`src/rtl/core/todtc_pkg.sv`:
```
// ----------------------------------------------------------------------------
// todtc_pkg
// Shared types and constants of the time-of-day tick counter.
// ----------------------------------------------------------------------------
package todtc_pkg;

   typedef enum logic [1:0] {
      OP_TICK     = 2'd0,
      OP_SET_SEC  = 2'd1,
      OP_SET_MIN  = 2'd2,
      OP_SET_HOUR = 2'd3
   } opcode_type;

   typedef enum logic [1:0] {
      CSR_TICK_PERIOD = 2'd0,
      CSR_MS_WRAP     = 2'd1,
      CSR_HOUR_MOD    = 2'd2
   } csr_index_type;

   localparam int unsigned CSR_DATA_W = 16;

   localparam logic [9:0]  TICK_PERIOD_RESET = 10'd32;
   localparam logic [15:0] MS_WRAP_RESET     = 16'd60000;
   localparam logic [4:0]  HOUR_MOD_RESET    = 5'd24;

   localparam logic [9:0]  MAX_PERIOD_US  = 10'd1000;
   localparam logic [19:0] US_PER_SECOND  = 20'd1000000;
   localparam logic [10:0] US_PER_MILLI   = 11'd1000;
   localparam logic [6:0]  SEC_MIN_MOD    = 7'd60;
   localparam logic [7:0]  MAX_SEC_MIN    = 8'd59;
   localparam logic [7:0]  MAX_HOUR_SET   = 8'd23;

   typedef struct packed {
      logic [9:0]  tick_period_us;
      logic [15:0] ms_wrap;
      logic [4:0]  hour_mod;
   } config_type;

   typedef struct packed {
      logic [19:0] second_accum_us;
      logic [10:0] milli_accum_us;
      logic [5:0]  sec;
      logic [5:0]  min;
      logic [4:0]  hour;
      logic [15:0] ms;
   } time_state_type;

endpackage

```
`src/rtl/core/todtc_req_if.sv`:
```
// ----------------------------------------------------------------------------
// todtc_req_if
// Request channel: tick and set items with valid/ready handshake.
// ----------------------------------------------------------------------------
interface todtc_req_if;
   logic       valid;
   logic       ready;
   logic [1:0] opcode;
   logic [7:0] set_value;

   modport source (output valid, output opcode, output set_value, input ready);
   modport sink   (input valid, input opcode, input set_value, output ready);
endinterface

```
`src/rtl/core/todtc_rsp_if.sv`:
```
// ----------------------------------------------------------------------------
// todtc_rsp_if
// Response channel: current time and millisecond count per item.
// ----------------------------------------------------------------------------
interface todtc_rsp_if;
   logic        valid;
   logic        ready;
   logic [5:0]  seconds;
   logic [5:0]  minutes;
   logic [4:0]  hours;
   logic [15:0] ms_count;

   modport source (output valid, output seconds, output minutes, output hours,
                   output ms_count, input ready);
   modport sink   (input valid, input seconds, input minutes, input hours,
                   input ms_count, output ready);
endinterface

```
`src/rtl/core/todtc_update.sv`:
```
// ----------------------------------------------------------------------------
// todtc_update
// Next-state logic: accumulate tick period, cascade s/m/h, ms counter, sets.
// ----------------------------------------------------------------------------
module todtc_update (
   input  todtc_pkg::time_state_type state,
   input  todtc_pkg::config_type     cfg,
   input  logic [1:0]                opcode,
   input  logic [7:0]                set_value,
   output todtc_pkg::time_state_type state_next
);

   logic [9:0]  period;
   logic [19:0] sec_sum;
   logic [10:0] milli_sum;
   logic        sec_roll;
   logic        milli_roll;
   logic [6:0]  sec_inc;
   logic [6:0]  min_inc;
   logic [5:0]  hour_inc;
   logic [16:0] ms_inc;
   logic [5:0]  sec_adv;
   logic [5:0]  min_adv;
   logic [4:0]  hour_adv;
   logic [15:0] ms_adv;
   logic [7:0]  sec_min_set;
   logic [7:0]  hour_set;

   always_comb begin
      period    = (cfg.tick_period_us > todtc_pkg::MAX_PERIOD_US) ?
                  todtc_pkg::MAX_PERIOD_US : cfg.tick_period_us;
      sec_sum   = state.second_accum_us + {10'd0, period};
      milli_sum = state.milli_accum_us + {1'b0, period};
      sec_roll   = (sec_sum >= todtc_pkg::US_PER_SECOND);
      milli_roll = (milli_sum >= todtc_pkg::US_PER_MILLI);

      sec_inc  = {1'b0, state.sec} + 7'd1;
      min_inc  = {1'b0, state.min} + 7'd1;
      hour_inc = {1'b0, state.hour} + 6'd1;
      ms_inc   = {1'b0, state.ms} + 17'd1;
      sec_adv  = (sec_inc >= todtc_pkg::SEC_MIN_MOD) ? 6'd0 : sec_inc[5:0];
      min_adv  = (min_inc >= todtc_pkg::SEC_MIN_MOD) ? 6'd0 : min_inc[5:0];
      hour_adv = (hour_inc >= {1'b0, cfg.hour_mod}) ? 5'd0 : hour_inc[4:0];
      ms_adv   = (ms_inc >= {1'b0, cfg.ms_wrap}) ? 16'd0 : ms_inc[15:0];

      sec_min_set = (set_value > todtc_pkg::MAX_SEC_MIN) ?
                    todtc_pkg::MAX_SEC_MIN : set_value;
      hour_set    = (set_value > todtc_pkg::MAX_HOUR_SET) ?
                    todtc_pkg::MAX_HOUR_SET : set_value;

      state_next = state;
      case (todtc_pkg::opcode_type'(opcode))
         todtc_pkg::OP_TICK: begin
            if (sec_roll) begin
               state_next.second_accum_us = sec_sum - todtc_pkg::US_PER_SECOND;
               state_next.sec = sec_adv;
               if (sec_adv == 6'd0) begin
                  state_next.min = min_adv;
                  if (min_adv == 6'd0) begin
                     state_next.hour = hour_adv;
                  end
               end
            end else begin
               state_next.second_accum_us = sec_sum;
            end
            if (milli_roll) begin
               state_next.milli_accum_us = milli_sum - todtc_pkg::US_PER_MILLI;
               state_next.ms = ms_adv;
            end else begin
               state_next.milli_accum_us = milli_sum;
            end
         end
         todtc_pkg::OP_SET_SEC: begin
            state_next.sec = sec_min_set[5:0];
         end
         todtc_pkg::OP_SET_MIN: begin
            state_next.min = sec_min_set[5:0];
         end
         todtc_pkg::OP_SET_HOUR: begin
            state_next.hour = hour_set[4:0];
         end
         default: begin
            state_next = state;
         end
      endcase
   end

endmodule

```
`src/rtl/core/time_of_day_tick_counter_core.sv`:
```
// ----------------------------------------------------------------------------
// time_of_day_tick_counter_core
// Hours/minutes/seconds clock and millisecond counter driven by tick items.
// ----------------------------------------------------------------------------
//  channel | dir | handshake          | payload
//  req     | in  | valid/ready        | opcode, set_value
//  rsp     | out | valid/ready        | seconds, minutes, hours, ms_count
//  csr     | in  | csr_write_enable   | csr_index, csr_write_data
//
//  One item per cycle while the response is not stalled; the result passes
//  through the input register, update logic and result register.
//  Synchronous reset clears time state and loads register defaults.
//  A stalled result holds; the input register still takes one more item.
// ----------------------------------------------------------------------------
module time_of_day_tick_counter_core (
   input  logic        clock,
   input  logic        reset,
   todtc_req_if.sink   req,
   todtc_rsp_if.source rsp,
   input  logic                            csr_write_enable,
   input  logic [1:0]                      csr_index,
   input  logic [todtc_pkg::CSR_DATA_W-1:0] csr_write_data
);

   todtc_pkg::config_type     cfg_ff;
   todtc_pkg::time_state_type state_ff;
   todtc_pkg::time_state_type state_in;

   logic       s1_valid_ff;
   logic [1:0] s1_opcode_ff;
   logic [7:0] s1_value_ff;

   logic        out_valid_ff;
   logic [5:0]  out_sec_ff;
   logic [5:0]  out_min_ff;
   logic [4:0]  out_hour_ff;
   logic [15:0] out_ms_ff;

   logic advance;
   logic s1_fire;

   assign advance   = !out_valid_ff || rsp.ready;
   assign s1_fire   = s1_valid_ff && advance;
   assign req.ready = !s1_valid_ff || advance;

   always_ff @(posedge clock) begin
      if (reset) begin
         cfg_ff.tick_period_us <= todtc_pkg::TICK_PERIOD_RESET;
         cfg_ff.ms_wrap        <= todtc_pkg::MS_WRAP_RESET;
         cfg_ff.hour_mod       <= todtc_pkg::HOUR_MOD_RESET;
      end else if (csr_write_enable) begin
         case (todtc_pkg::csr_index_type'(csr_index))
            todtc_pkg::CSR_TICK_PERIOD: cfg_ff.tick_period_us <= csr_write_data[9:0];
            todtc_pkg::CSR_MS_WRAP:     cfg_ff.ms_wrap        <= csr_write_data[15:0];
            todtc_pkg::CSR_HOUR_MOD:    cfg_ff.hour_mod       <= csr_write_data[4:0];
            default: begin
            end
         endcase
      end
   end

   always_ff @(posedge clock) begin
      if (reset) begin
         s1_valid_ff <= 1'b0;
      end else if (req.ready) begin
         s1_valid_ff <= req.valid;
      end
   end

   always_ff @(posedge clock) begin
      if (req.ready && req.valid) begin
         s1_opcode_ff <= req.opcode;
         s1_value_ff  <= req.set_value;
      end
   end

   todtc_update u_update (
      .state      (state_ff),
      .cfg        (cfg_ff),
      .opcode     (s1_opcode_ff),
      .set_value  (s1_value_ff),
      .state_next (state_in)
   );

   always_ff @(posedge clock) begin
      if (reset) begin
         state_ff <= '0;
      end else if (s1_fire) begin
         state_ff <= state_in;
      end
   end

   always_ff @(posedge clock) begin
      if (reset) begin
         out_valid_ff <= 1'b0;
      end else if (advance) begin
         out_valid_ff <= s1_valid_ff;
      end
   end

   always_ff @(posedge clock) begin
      if (s1_fire) begin
         out_sec_ff  <= state_in.sec;
         out_min_ff  <= state_in.min;
         out_hour_ff <= state_in.hour;
         out_ms_ff   <= state_in.ms;
      end
   end

   assign rsp.valid    = out_valid_ff;
   assign rsp.seconds  = out_sec_ff;
   assign rsp.minutes  = out_min_ff;
   assign rsp.hours    = out_hour_ff;
   assign rsp.ms_count = out_ms_ff;

endmodule

```
`src/flat_wrapper.sv`:
```
// flat-port wrapper written by rule: the top's interface ports become plain ports
module time_of_day_tick_counter_core_flat 
  (clock, reset, csr_write_enable, csr_index, csr_write_data, req_valid, req_opcode, req_set_value, req_ready, rsp_valid, rsp_seconds, rsp_minutes, rsp_hours, rsp_ms_count, rsp_ready);
  todtc_req_if req_i ();
  todtc_rsp_if rsp_i ();
  input  logic clock;
  input  logic reset;
  input  logic csr_write_enable;
  input  logic [1:0] csr_index;
  input  logic [todtc_pkg::CSR_DATA_W-1:0] csr_write_data;
  input wire logic [$bits(req_i.valid)-1:0] req_valid;
  input wire logic [$bits(req_i.opcode)-1:0] req_opcode;
  input wire logic [$bits(req_i.set_value)-1:0] req_set_value;
  output wire logic [$bits(req_i.ready)-1:0] req_ready;
  output wire logic [$bits(rsp_i.valid)-1:0] rsp_valid;
  output wire logic [$bits(rsp_i.seconds)-1:0] rsp_seconds;
  output wire logic [$bits(rsp_i.minutes)-1:0] rsp_minutes;
  output wire logic [$bits(rsp_i.hours)-1:0] rsp_hours;
  output wire logic [$bits(rsp_i.ms_count)-1:0] rsp_ms_count;
  input wire logic [$bits(rsp_i.ready)-1:0] rsp_ready;
  assign req_i.valid = req_valid;
  assign req_i.opcode = req_opcode;
  assign req_i.set_value = req_set_value;
  assign req_ready = req_i.ready;
  assign rsp_valid = rsp_i.valid;
  assign rsp_seconds = rsp_i.seconds;
  assign rsp_minutes = rsp_i.minutes;
  assign rsp_hours = rsp_i.hours;
  assign rsp_ms_count = rsp_i.ms_count;
  assign rsp_i.ready = rsp_ready;
  time_of_day_tick_counter_core u_core (.clock(clock), .reset(reset), .req(req_i), .rsp(rsp_i), .csr_write_enable(csr_write_enable), .csr_index(csr_index), .csr_write_data(csr_write_data));
endmodule
```
`config.mk`:
```
export PLATFORM = sky130hd
export DESIGN_NAME = time_of_day_tick_counter_core_flat
export DESIGN_NICKNAME = d
export VERILOG_FILES = /design/src/rtl/core/todtc_pkg.sv /design/src/rtl/core/todtc_req_if.sv /design/src/rtl/core/todtc_rsp_if.sv /design/src/rtl/core/todtc_update.sv /design/src/rtl/core/time_of_day_tick_counter_core.sv /design/src/flat_wrapper.sv
export SDC_FILE = /design/constraint.sdc
export NUM_CORES = 1
export LEC_CHECK = 0
export BUFFER_PORTS_ARGS = -buffer_cell sky130_fd_sc_hd__buf_4
export CAP_MARGIN = 20
export CORE_MARGIN = 2
export CORE_UTILIZATION = 55
export CTS_BUF_LIST = sky130_fd_sc_hd__clkbuf_2
export DETAILED_ROUTE_END_ITERATION = 12
export PLACE_DENSITY = 0.82
export SYNTH_ARGS = -nofsm -noshare
export SYNTH_HDL_FRONTEND = slang
export SYNTH_SLANG_ARGS = --single-unit
```
`constraint.sdc`:
```
create_clock -name clock -period 6.15 [get_ports clock]
set_input_delay 1.845 -clock clock [delete_from_list [all_inputs] [get_ports clock]]
set_output_delay 1.845 -clock clock [all_outputs]
set_load 0.1 [all_outputs]
```
==> results of run 1 <==
==> cell usage in the layout (no fill, tap or decap), types with 4 or more instances in the layout <==
cell type	n
a21oi_1	72
nor2b_1	15
buf_4	76
or4_1	5
a311oi_1	6
clkinv_2	4
o21ai_0	69
nand4_1	9
nand2b_1	13
nor2_1	64
edfxtp_1	43
nor4_1	6
xor2_1	26
o21a_1	8
or3_1	13
and3_1	17
and2_1	5
clkbuf_2	18
o2bb2ai_1	9
a21o_1	26
a211oi_1	14
nand2_1	108
ha_1	50
nand3b_1	7
and4_1	4
dfxtp_1	97
inv_1	49
o211ai_1	16
nor3_1	9
nand3_1	29
o31ai_1	18
nor3b_1	4
a31oi_1	22
mux2i_1	18
or2_2	4
xnor2_1	26
==> Yosys cell counts (all sizes together), types with 3 or more instances <==
library cell	number	share of area [%]
nand4	10	0.79
a21oi	73	4.2
or4	5	0.43
a31oi	23	1.8
mux2	4	0.52
a311oi	6	0.60
nand3b	7	0.60
o21ai	74	4.4
and3	17	1.2
and2	5	0.36
nor3b	5	0.43
mux2i	18	2.1
a21boi	4	0.35
edfxtp	43	15
o311ai	3	0.30
o21a	8	0.69
nor3	9	0.52
o31ai	18	1.6
nand2	108	4.7
nor4b	3	0.30
buf	9	0.47
or3	13	0.94
nand2b	13	0.94
clkbuf	43	1.9
o2bb2ai	9	0.91
xnor2	26	2.6
a41oi	3	0.30
a21o	26	2.2
nor4	6	0.43
ha	50	7.2
or2	4	0.29
nand3	31	2.0
dfxtp	97	22
inv	49	2.1
a311o	3	0.35
xor2	26	2.6
nor2	65	2.8
o211ai	16	1.4
nor2b	15	1.1
a211oi	14	1.2
and4	4	0.40
==> through the flow <==
stage	cells	util [%]	instance area [um2]
detailed placement	1240	60.9	9330
floorplan	1005	-	8690
finish	1273	62.3	9550
global route	1273	62.3	9550
global placement	1240	60.9	9330
CTS	1272	62.3	9540
==> worst paths after layout <==
check / endpoint
hold reg to reg: u_core.cfg_ff[13]
setup / recovery: u_core.state_ff[55]
setup reg to reg: u_core.state_ff[55]
hold / removal: u_core.cfg_ff[13]
==> routing by layer <==
metal | wire length (um) | vias to the layer above
li1 | - | 3785
met1 | 9350 | 3566
met2 | 9350 | 224
met3 | 845 | 30
met4 | 305 | 0
met5 | 0 | -
==> cell type report <==
class	instances	area, um2	share of cell area, %
multi-input combinational	763	5080	53.2
sequential	140	3230	33.9
timing repair buffer	76	571	5.98
tap	211	264	2.77
inverter	50	188	1.97
clock inverter	14	120	1.26
clock buffer	18	90.1	0.944
antenna	1	2.50	0.0262
==> power breakdown <==
group | switching [mW] | internal (mW) | total [mW] | leakage (nW)
Clock | 0.356 | 0.149 | 0.505 | 0.137
Combinational | 0.206 | 0.0889 | 0.295 | 2.58
Sequential | 0.0231 | 0.987 | 1.01 | 1.19
==> logic make-up (layout without fill, tap and decap cells) <==
group | after synthesis | in the layout
AO/OA/AOI/OAI | 311 | 311
adder cells (fa/ha/maj) | 53 | 53
flip-flops | 140 | 140
other | 0 | 1
AND/OR/NAND/NOR | 325 | 325
multiplexers | 22 | 22
buffers and inverters | 102 | 158
XOR/XNOR | 52 | 52
==> worst register-to-register path: stages (launching register included) <==
cell       delay, ns
dfxtp_1         0.47
nand4_2         0.21
o21ai_0         0.52
inv_1           0.13
ha_1            0.30
a21o_1          0.24
o211ai_1        0.31
a221oi_4        0.14
a21boi_0        0.25
xor2_1          0.36
ha_1            0.22
nand3b_1        0.07
or4_1           0.54
a311o_1         0.42
a31oi_4         0.32
buf_4           0.31
a21oi_1         0.13
a2111oi_2       0.23
mux2_1          0.36
==> registers in the layout, summed over array words and instances, names as in the netlist <==
register             flops
u_core.rsp.hours         5
u_core.rsp.seconds       6
u_core.cfg_ff           31
u_core.rsp.minutes       6
u_core.state_ff         64
u_core.s1_valid_ff       1
u_core.rsp.ms_count     16
u_core.s1_opcode_ff      2
u_core.rsp.valid         1
u_core.s1_value_ff       8
==> impl_metrics.csv, run 1 <==
group,metric,value,unit
global_routing,grt_use_met2,39.7,%
power,p_total,1.81,mW
sta,fin_ws,0.489,ns
power,max-vdd-ir-drop,0.000117,V
sta,post-route-period-util,92.1,%
sta,hold_slack,0.473,ns
run_status,status,"finished clean",
setup_path,cp-end-kind,"register",
sta,report.final.slew_viol_count,0,
clock_network,clkLatencyLatePin,0.75,ns
hold_path,holdPathStages,2,
clock_network,clk_pin_slew_worst_paths,0.22,ns
job,maxCapViolCount,0,
cells_and_area,syn_to_final_growth,9.79,%
logic_synthesis,yosysWarnings,0,
global_routing,grtUsageTotal,24.4,%
global_routing,grt_pass1_wl,33.1,mm
clock_network,root_buffer,"clkbuf_2",
floorplan,coreArea,15300,um2
drt,wire_per_inst,15.6,um
drt,routed_wirelength,19.9,mm
place,hpwl,14.2,mm
clock_network,cts_buffer_depth,2,
setup_path,rr_startpoint,"u_core.cfg_ff[28]",
global_routing,grt_pass1_vias,6961,
clock_network,cts.sinks,140,
setup_path,critPathLaunch,"u_core.cfg_ff[28]",
global_routing,grt-busiest-layer,"met2",
cells_and_area,drive_gt1_share,12.3,%
logic_synthesis,yosysUniqueCellTypes,84,
floorplan,num_io_pins,68,
place,portBuffers,67,
sta,setup_viol,0,
logic_synthesis,synth_mux_area_share,2.59,%
drt,vias_per_cell,5.97,
hold_path,min-delay-start,"u_core.cfg_ff[13]",
sta,fin_skew,0.0363,ns
floorplan,rows,45,
hold_path,hp-class,"reg2reg",
setup_path,path_class,"reg2reg",
global_routing,overflow,0,
setup_path,slowest_delay,0.54,ns
drt,drc,0,
logic_synthesis,synth_xor_area_share,5.24,%
place,gp_congestion,0.885,
setup_path,cp_slowest_cell,"or4_1",
cells_and_area,final_net_count,1133,
clock_network,postCtsSetupRepairBufs,0,
sta,maxSlewHeadroom,30.7,%
setup_path,reg2reg_slack,0.49,ns
sta,fmax,0.177,GHz
global_routing,antenna_found_initial,1,
clock_network,holdBufCountCts,0,
sta,finalHoldViolCount,0,
logic_synthesis,syn_avg_cell_area,8.65,um2
clock_network,ctsResizeCount,0,
global_routing,met1_usage,32.7,%
global_routing,grt_util_met3,4.76,%
setup_path,crit_chain,"nand4_2 > o21ai_0 > inv_1 > ha_1 > a21o_1 > o211ai_1 > a221oi_4 > a21boi_0 > xor2_1 > ha_1 > nand3b_1 > or4_1 > a311o_1 > a31oi_4 > buf_4 > a21oi_1 > a2111oi_2 > mux2_1",
clock_network,cts_tree,"yes",
drt,ant_nets,0,
power,cellLeakagePower,3.91,nW
sta,rsz0062_at_grt,"no",
logic_synthesis,synth_compound_area_share,24.0,%
setup_path,path_depth,18,
setup_path,start_kind,"register",
logic_synthesis,synthAdderAreaFrac,7.77,%
logic_synthesis,synthArstFlopShare,0,%
clock_network,htree_num_levels,4,
drt,first_pass_iters,7,
power,power-per-cell-area,190,nW/um2
drt,drt_iter0_markers,751,
floorplan,design.die.area,16800,um2
drt,vias,7605,
setup_path,r2r_cells,18,
setup_path,worstPathRequired,6.78,ns
floorplan,fp.dieH,130,um
setup_path,crit_fanout,19,
setup_path,arrival,6.29,ns
logic_synthesis,synth_flop_cell,"dfxtp_1",
setup_path,crit_top_cell,"ha_1",
logic_synthesis,synth_top_family_by_area,"compound AO/OA/AOI/OAI gates",
logic_synthesis,synth_nets,1090,
clock_network,cts_buffers,17,
logic_synthesis,synth_edf_count,43,
setup_path,crit_buf_inv,2,
sta,finalSetupTns,0,ns
setup_path,critical_path.top_delay_family,"compound AO/OA/AOI/OAI gates",
floorplan,die_x,130,um
logic_synthesis,synth.cell_area,8690,um2
cells_and_area,fillers,1338,
sta,worst_slew_pin_slew,1.04,ns
logic_synthesis,synthCells,1005,
floorplan,start_util,56.8,%
logic_synthesis,yosys.area_share.simple,18.7,%
global_routing,grt_max_degree,66,
sta,period_needed,5.66,ns
logic_synthesis,ys_ff_latch,140,
logic_synthesis,yosysSeqAreaShare,37.2,%
place,pre_cts_ws,0.584,ns
Note: power is estimated with default switching activity, not from simulation.
==> inputs of run 2 (changes only) <==
Settings changed: CTS_BUF_LIST sky130_fd_sc_hd__clkbuf_2 to unset.
==> impl_metrics.csv, run 2 (synthesis gave the netlist of run 1 again) <==
group,metric,value,unit
cells_and_area,n_antenna_cell,0,
global_routing,grt_pass1_vias,7165,
cells_and_area,layout_commonest_cell,"nand2_1",
sta,fin_skew,0.00944,ns
setup_path,worstPathRequired,6.46,ns
drt,routed_wirelength,20.4,mm
global_routing,antenna_found_initial,0,
sta,finalHoldViolCount,0,
clock_network,cts_tree,"yes",
clock_network,holdBufCountCts,0,
hold_path,holdPathStages,2,
sta,period_needed,5.69,ns
clock_network,root_buffer,"clkbuf_16",
cells_and_area,final_net_count,1133,
setup_path,rr_startpoint,"u_core.cfg_ff[29]",
sta,rsz0062_at_grt,"no",
drt,ant_nets,0,
setup_path,cp-end-kind,"register",
cells_and_area,final_cell_mix,"nand2_1, dfxtp_1, buf_4",
sta,finalSetupTns,0,ns
clock_network,cts_buffer_depth,2,
clock_network,clkLatencyLatePin,0.43,ns
clock_network,htree_num_levels,4,
sta,worst_slew_pin_slew,1.00,ns
hold_path,worstHoldEndpoint,"u_core.cfg_ff[13]",
setup_path,start_kind,"register",
clock_network,ctsResizeCount,0,
setup_path,crit_fanout,19,
job,maxCapViolCount,0,
cells_and_area,fillers,1275,
setup_path,reg2reg_slack,0.46,ns
setup_path,path_class,"reg2reg",
cells_and_area,largest_register_ffs,64,
sta,maxSlewHeadroom,32.9,%
clock_network,postCtsSetupRepairBufs,0,
global_routing,grt_max_degree,66,
power,power-per-cell-area,229,nW/um2
place,gp_congestion,0.885,
floorplan,fp.dieH,130,um
drt,first_pass_iters,5,
cells_and_area,syn_to_final_growth,13.7,%
setup_path,critPathLaunch,"u_core.cfg_ff[29]",
floorplan,coreArea,15300,um2
clock_network,cts_buffers,17,
drt,wire_per_inst,16.0,um
run_status,status,"finished clean",
floorplan,start_util,56.8,%
floorplan,num_io_pins,68,
hold_path,hp-class,"reg2reg",
floorplan,rows,45,
global_routing,met1_usage,32.9,%
clock_network,cts.sinks,140,
hold_path,min-delay-start,"u_core.cfg_ff[13]",
power,max-vdd-ir-drop,0.000175,V
cells_and_area,post-route-util,64.6,%
sta,post-route-period-util,92.5,%
drt,drc,0,
global_routing,grtUsageTotal,25.2,%
floorplan,design.die.area,16800,um2
drt,vias,7710,
global_routing,grt_use_met2,41.6,%
cells_and_area,drive_gt1_share,12.3,%
global_routing,grt-busiest-layer,"met2",
global_routing,grt_pass1_wl,34.1,mm
setup_path,arrival,5.99,ns
setup_path,r2r_end,"u_core.state_ff[55]",
place,hpwl,14.2,mm
global_routing,grt_util_met3,3.94,%
sta,setup_viol,0,
drt,drt_iter0_markers,878,
place,portBuffers,67,
floorplan,die_x,130,um
sta,report.final.slew_viol_count,0,
drt,vias_per_cell,6.06,
sta,fmax,0.176,GHz
global_routing,overflow,0,
clock_network,clk_pin_slew_worst_paths,0.06,ns
cells_and_area,top_register,"u_core.state_ff",
setup_path,r2r_cells,18,
power,cellLeakagePower,4.05,nW
-- run 2: changes by cell type in the layout (fill, tap and decap cells not counted) --
cell,change
bufinv_16,-1
clkbuf_1,+1
clkbuf_16,+18
clkbuf_2,-18
clkbuf_8,+1
clkinv_1,-1
diode_2,-1
-- run 2: final cells by class --
type                    count  area [um2]  area share (%)
multi-input cells         763        5080            51.4
flip-flops and latches    140        3230            32.7
well taps                 211         264            2.67
repair buffers             76         571            5.77
clock inverters            12        86.3           0.873
clock buffers              20         468            4.73
inverters                  50         188            1.90
-- run 2: worst max-delay path by stage --
| stage | depth (start not counted) | end | slack, ns |
|---|---|---|---|
| 5_1_grt | 18 | u_core.state_ff[55] | 0.005 |
| 3_5_place_dp | 18 | u_core.state_ff[55] | 0.58 |
| 6_report | 18 | u_core.state_ff[55] | 0.46 |
| 4_1_cts | 18 | u_core.state_ff[55] | 0.48 |
| 2_1_floorplan | 18 | u_core.state_ff[55] | 1.28 |
| 3_3_place_gp | 18 | u_core.state_ff[24] | 0.80 |
-- run 2: per-layer routing --
layer | share of wire, % | vias to the layer above
li1 | - | 3787
met5 | 0 | -
met3 | 5.3 | 48
met1 | 44 | 3595
met2 | 48 | 280
met4 | 2.5 | 0
-- run 2: where the power goes --
group | internal [mW] | switching (mW)
Combinational | 0.0889 | 0.208
Clock | 0.552 | 0.406
Sequential | 0.986 | 0.0231
-- run 2: through the flow --
stage,instance area (um2),worst slack (ns),total power [mW],std cells,hold WS [ns]
2_1_floorplan,8690,1.28,1.24,1005,0.436
3_5_place_dp,9330,0.584,1.32,1240,0.451
5_1_grt,9890,0.00514,2.35,1272,0.482
6_report,9890,0.464,2.26,1272,0.459
3_3_place_gp,9330,0.795,1.31,1240,0.443
4_1_cts,9890,0.483,2.27,1272,0.459
-- run 2: worst max-delay path: stages, from the launching register on --
cell and delay [ns]:
dfxtp_1 0.43, nand4_2 0.21, o21ai_0 0.52, inv_1 0.13, ha_1 0.30, a21o_1 0.24
o211ai_1 0.31, a221oi_4 0.14, a21boi_0 0.24, xor2_1 0.36, ha_1 0.22, nand3b_1 0.10
or4_1 0.58, a311o_1 0.43, a31oi_4 0.33, buf_4 0.31, a21oi_1 0.12, a2111oi_2 0.23
mux2_1 0.36
==> inputs of run 3 (changes only) <==
Settings changed: SKIP_LAST_GASP set to 1.
Clock period 6.15 ns to 6.6 ns, I/O delays scaled along.
==> impl_metrics.csv, run 3 (synthesis gave the netlist of run 1 again) <==
group,metric,value,unit
run_status,status,"finished clean",
drt,drt_iter0_markers,704,
drt,ant_nets,0,
cells_and_area,instances_no_fill,1270,
setup_path,cp_slowest_cell,"or4_1",
place,hpwl,13.9,mm
cells_and_area,final_cell_mix,"nand2_1, dfxtp_1, buf_4",
cells_and_area,layout_commonest_cell,"nand2_1",
setup_path,start_kind,"register",
sta,hold_slack,0.457,ns
cells_and_area,syn_to_final_growth,13.9,%
setup_path,slowest_delay,0.56,ns
power,cellLeakagePower,4.05,nW
setup_path,crit_top_cell,"ha_1",
sta,fin_ws,0.890,ns
cells_and_area,n_antenna_cell,0,
setup_path,path_class,"reg2reg",
clock_network,cts_buffer_depth,2,
cells_and_area,top_register,"u_core.state_ff",
sta,fmax,0.175,GHz
cells_and_area,final_net_count,1132,
hold_path,holdPathStages,2,
sta,fin_skew,0.00961,ns
place,portBuffers,67,
sta,maxSlewHeadroom,33.4,%
clock_network,ctsResizeCount,0,
global_routing,overflow,0,
cells_and_area,post-route-util,64.7,%
global_routing,grtUsageTotal,24.4,%
floorplan,fp.dieH,130,um
drt,routed-wl-met2,9.44,mm
cells_and_area,final_cell_area,9910,um2
power,p_total,2.13,mW
setup_path,arrival,6.03,ns
clock_network,root_buffer,"clkbuf_16",
drt,vias_per_cell,6.02,
global_routing,grt_pass1_vias,6997,
sta,rsz0062_at_grt,"no",
floorplan,num_io_pins,68,
sta,post-route-period-util,86.5,%
hold_path,hp-class,"reg2reg",
setup_path,crit_buf_inv,1,
place,placed_cell_area,9320,um2
global_routing,grt_max_degree,66,
floorplan,coreArea,15300,um2
cells_and_area,largest_register_ffs,64,
global_routing,grt_pass1_wl,33.1,mm
sta,period_needed,5.71,ns
setup_path,path_depth,17,
place,dp.cells,1238,
clock_network,postCtsSetupRepairBufs,0,
drt,top_layer_used,"met4",
setup_path,r2r_cells,17,
job,maxCapViolCount,0,
power,power-per-cell-area,215,nW/um2
floorplan,start_util,56.8,%
drt,wl_met1,8.98,mm
drt,wl_met3,1.06,mm
drt,vias,7645,
sta,finalHoldViolCount,0,
setup_path,crit_fanout,11,
clock_network,cts_buffers,17,
global_routing,antenna_found_initial,0,
clock_network,cts_tree,"yes",
drt,routed_wirelength,19.9,mm
cells_and_area,drive_gt1_share,12.0,%
sta,worst_slew_pin_slew,0.995,ns
floorplan,rows,45,
sta,report.final.slew_viol_count,0,
floorplan,design.die.area,16800,um2
clock_network,cts.sinks,140,
clock_network,clkLatencyLatePin,0.43,ns
drt,wire_per_inst,15.6,um
place,pre_cts_ws,0.977,ns
setup_path,critical_path.top_delay_family,"compound AO/OA/AOI/OAI gates",
drt,first_pass_iters,5,
power,max-vdd-ir-drop,0.000195,V
drt,drc,0,
clock_network,htree_num_levels,4,
clock_network,holdBufCountCts,0,
setup_path,cp-end-kind,"register",
floorplan,die_x,130,um
place,gp_congestion,0.898,
clock_network,clk_pin_slew_worst_paths,0.06,ns
setup_path,crit_chain,"nand4_2 > o21ai_0 > inv_1 > ha_1 > a21o_1 > o211ai_1 > a221oi_4 > a21boi_0 > xor2_1 > ha_1 > nand3b_1 > or4_1 > a311o_1 > a31oi_4 > mux2i_1 > a221o_1 > o21a_1",
sta,setup_viol,0,
sta,finalSetupTns,0,ns
setup_path,worstPathRequired,6.92,ns
==> run 3: power breakdown <==
part           internal, mW  switching, mW  leakage, nW  total, mW
Clock                 0.547          0.363        0.279      0.910
Combinational        0.0840          0.192         2.59      0.276
Sequential            0.919         0.0217         1.19      0.941
==> run 3: final timing paths <==
kind                                        start                  end  slack (ns)
worst max-delay path            u_core.cfg_ff[28]  u_core.state_ff[31]        0.89
worst min-delay path             u_core.cfg_ff[7]     u_core.cfg_ff[7]        0.46
worst max register to register  u_core.cfg_ff[28]  u_core.state_ff[31]        0.89
worst min register to register   u_core.cfg_ff[7]     u_core.cfg_ff[7]        0.46
==> run 3: cell type report <==
class	instances	area (um2)
fill	1286	5410
timing repair buffer	75	583
clock buffer	21	472
inverter	50	188
tap	211	264
multi-input combinational	763	5080
clock inverter	10	90.1
sequential	140	3230
==> run 3: worst min-delay path, cell delays in order (launching register included) <==
cell and delay (ns):
dfxtp_1 0.31, nand2_1 0.05, a21oi_1 0.05
==> run 3: layer usage <==
layer / up-vias / track usage, %
li1: 3779 / -
met1: 3595 / 31.7
met2: 237 / 39.8
met3: 34 / 5.95
met4: 0 / 8.98
met5: - / 0
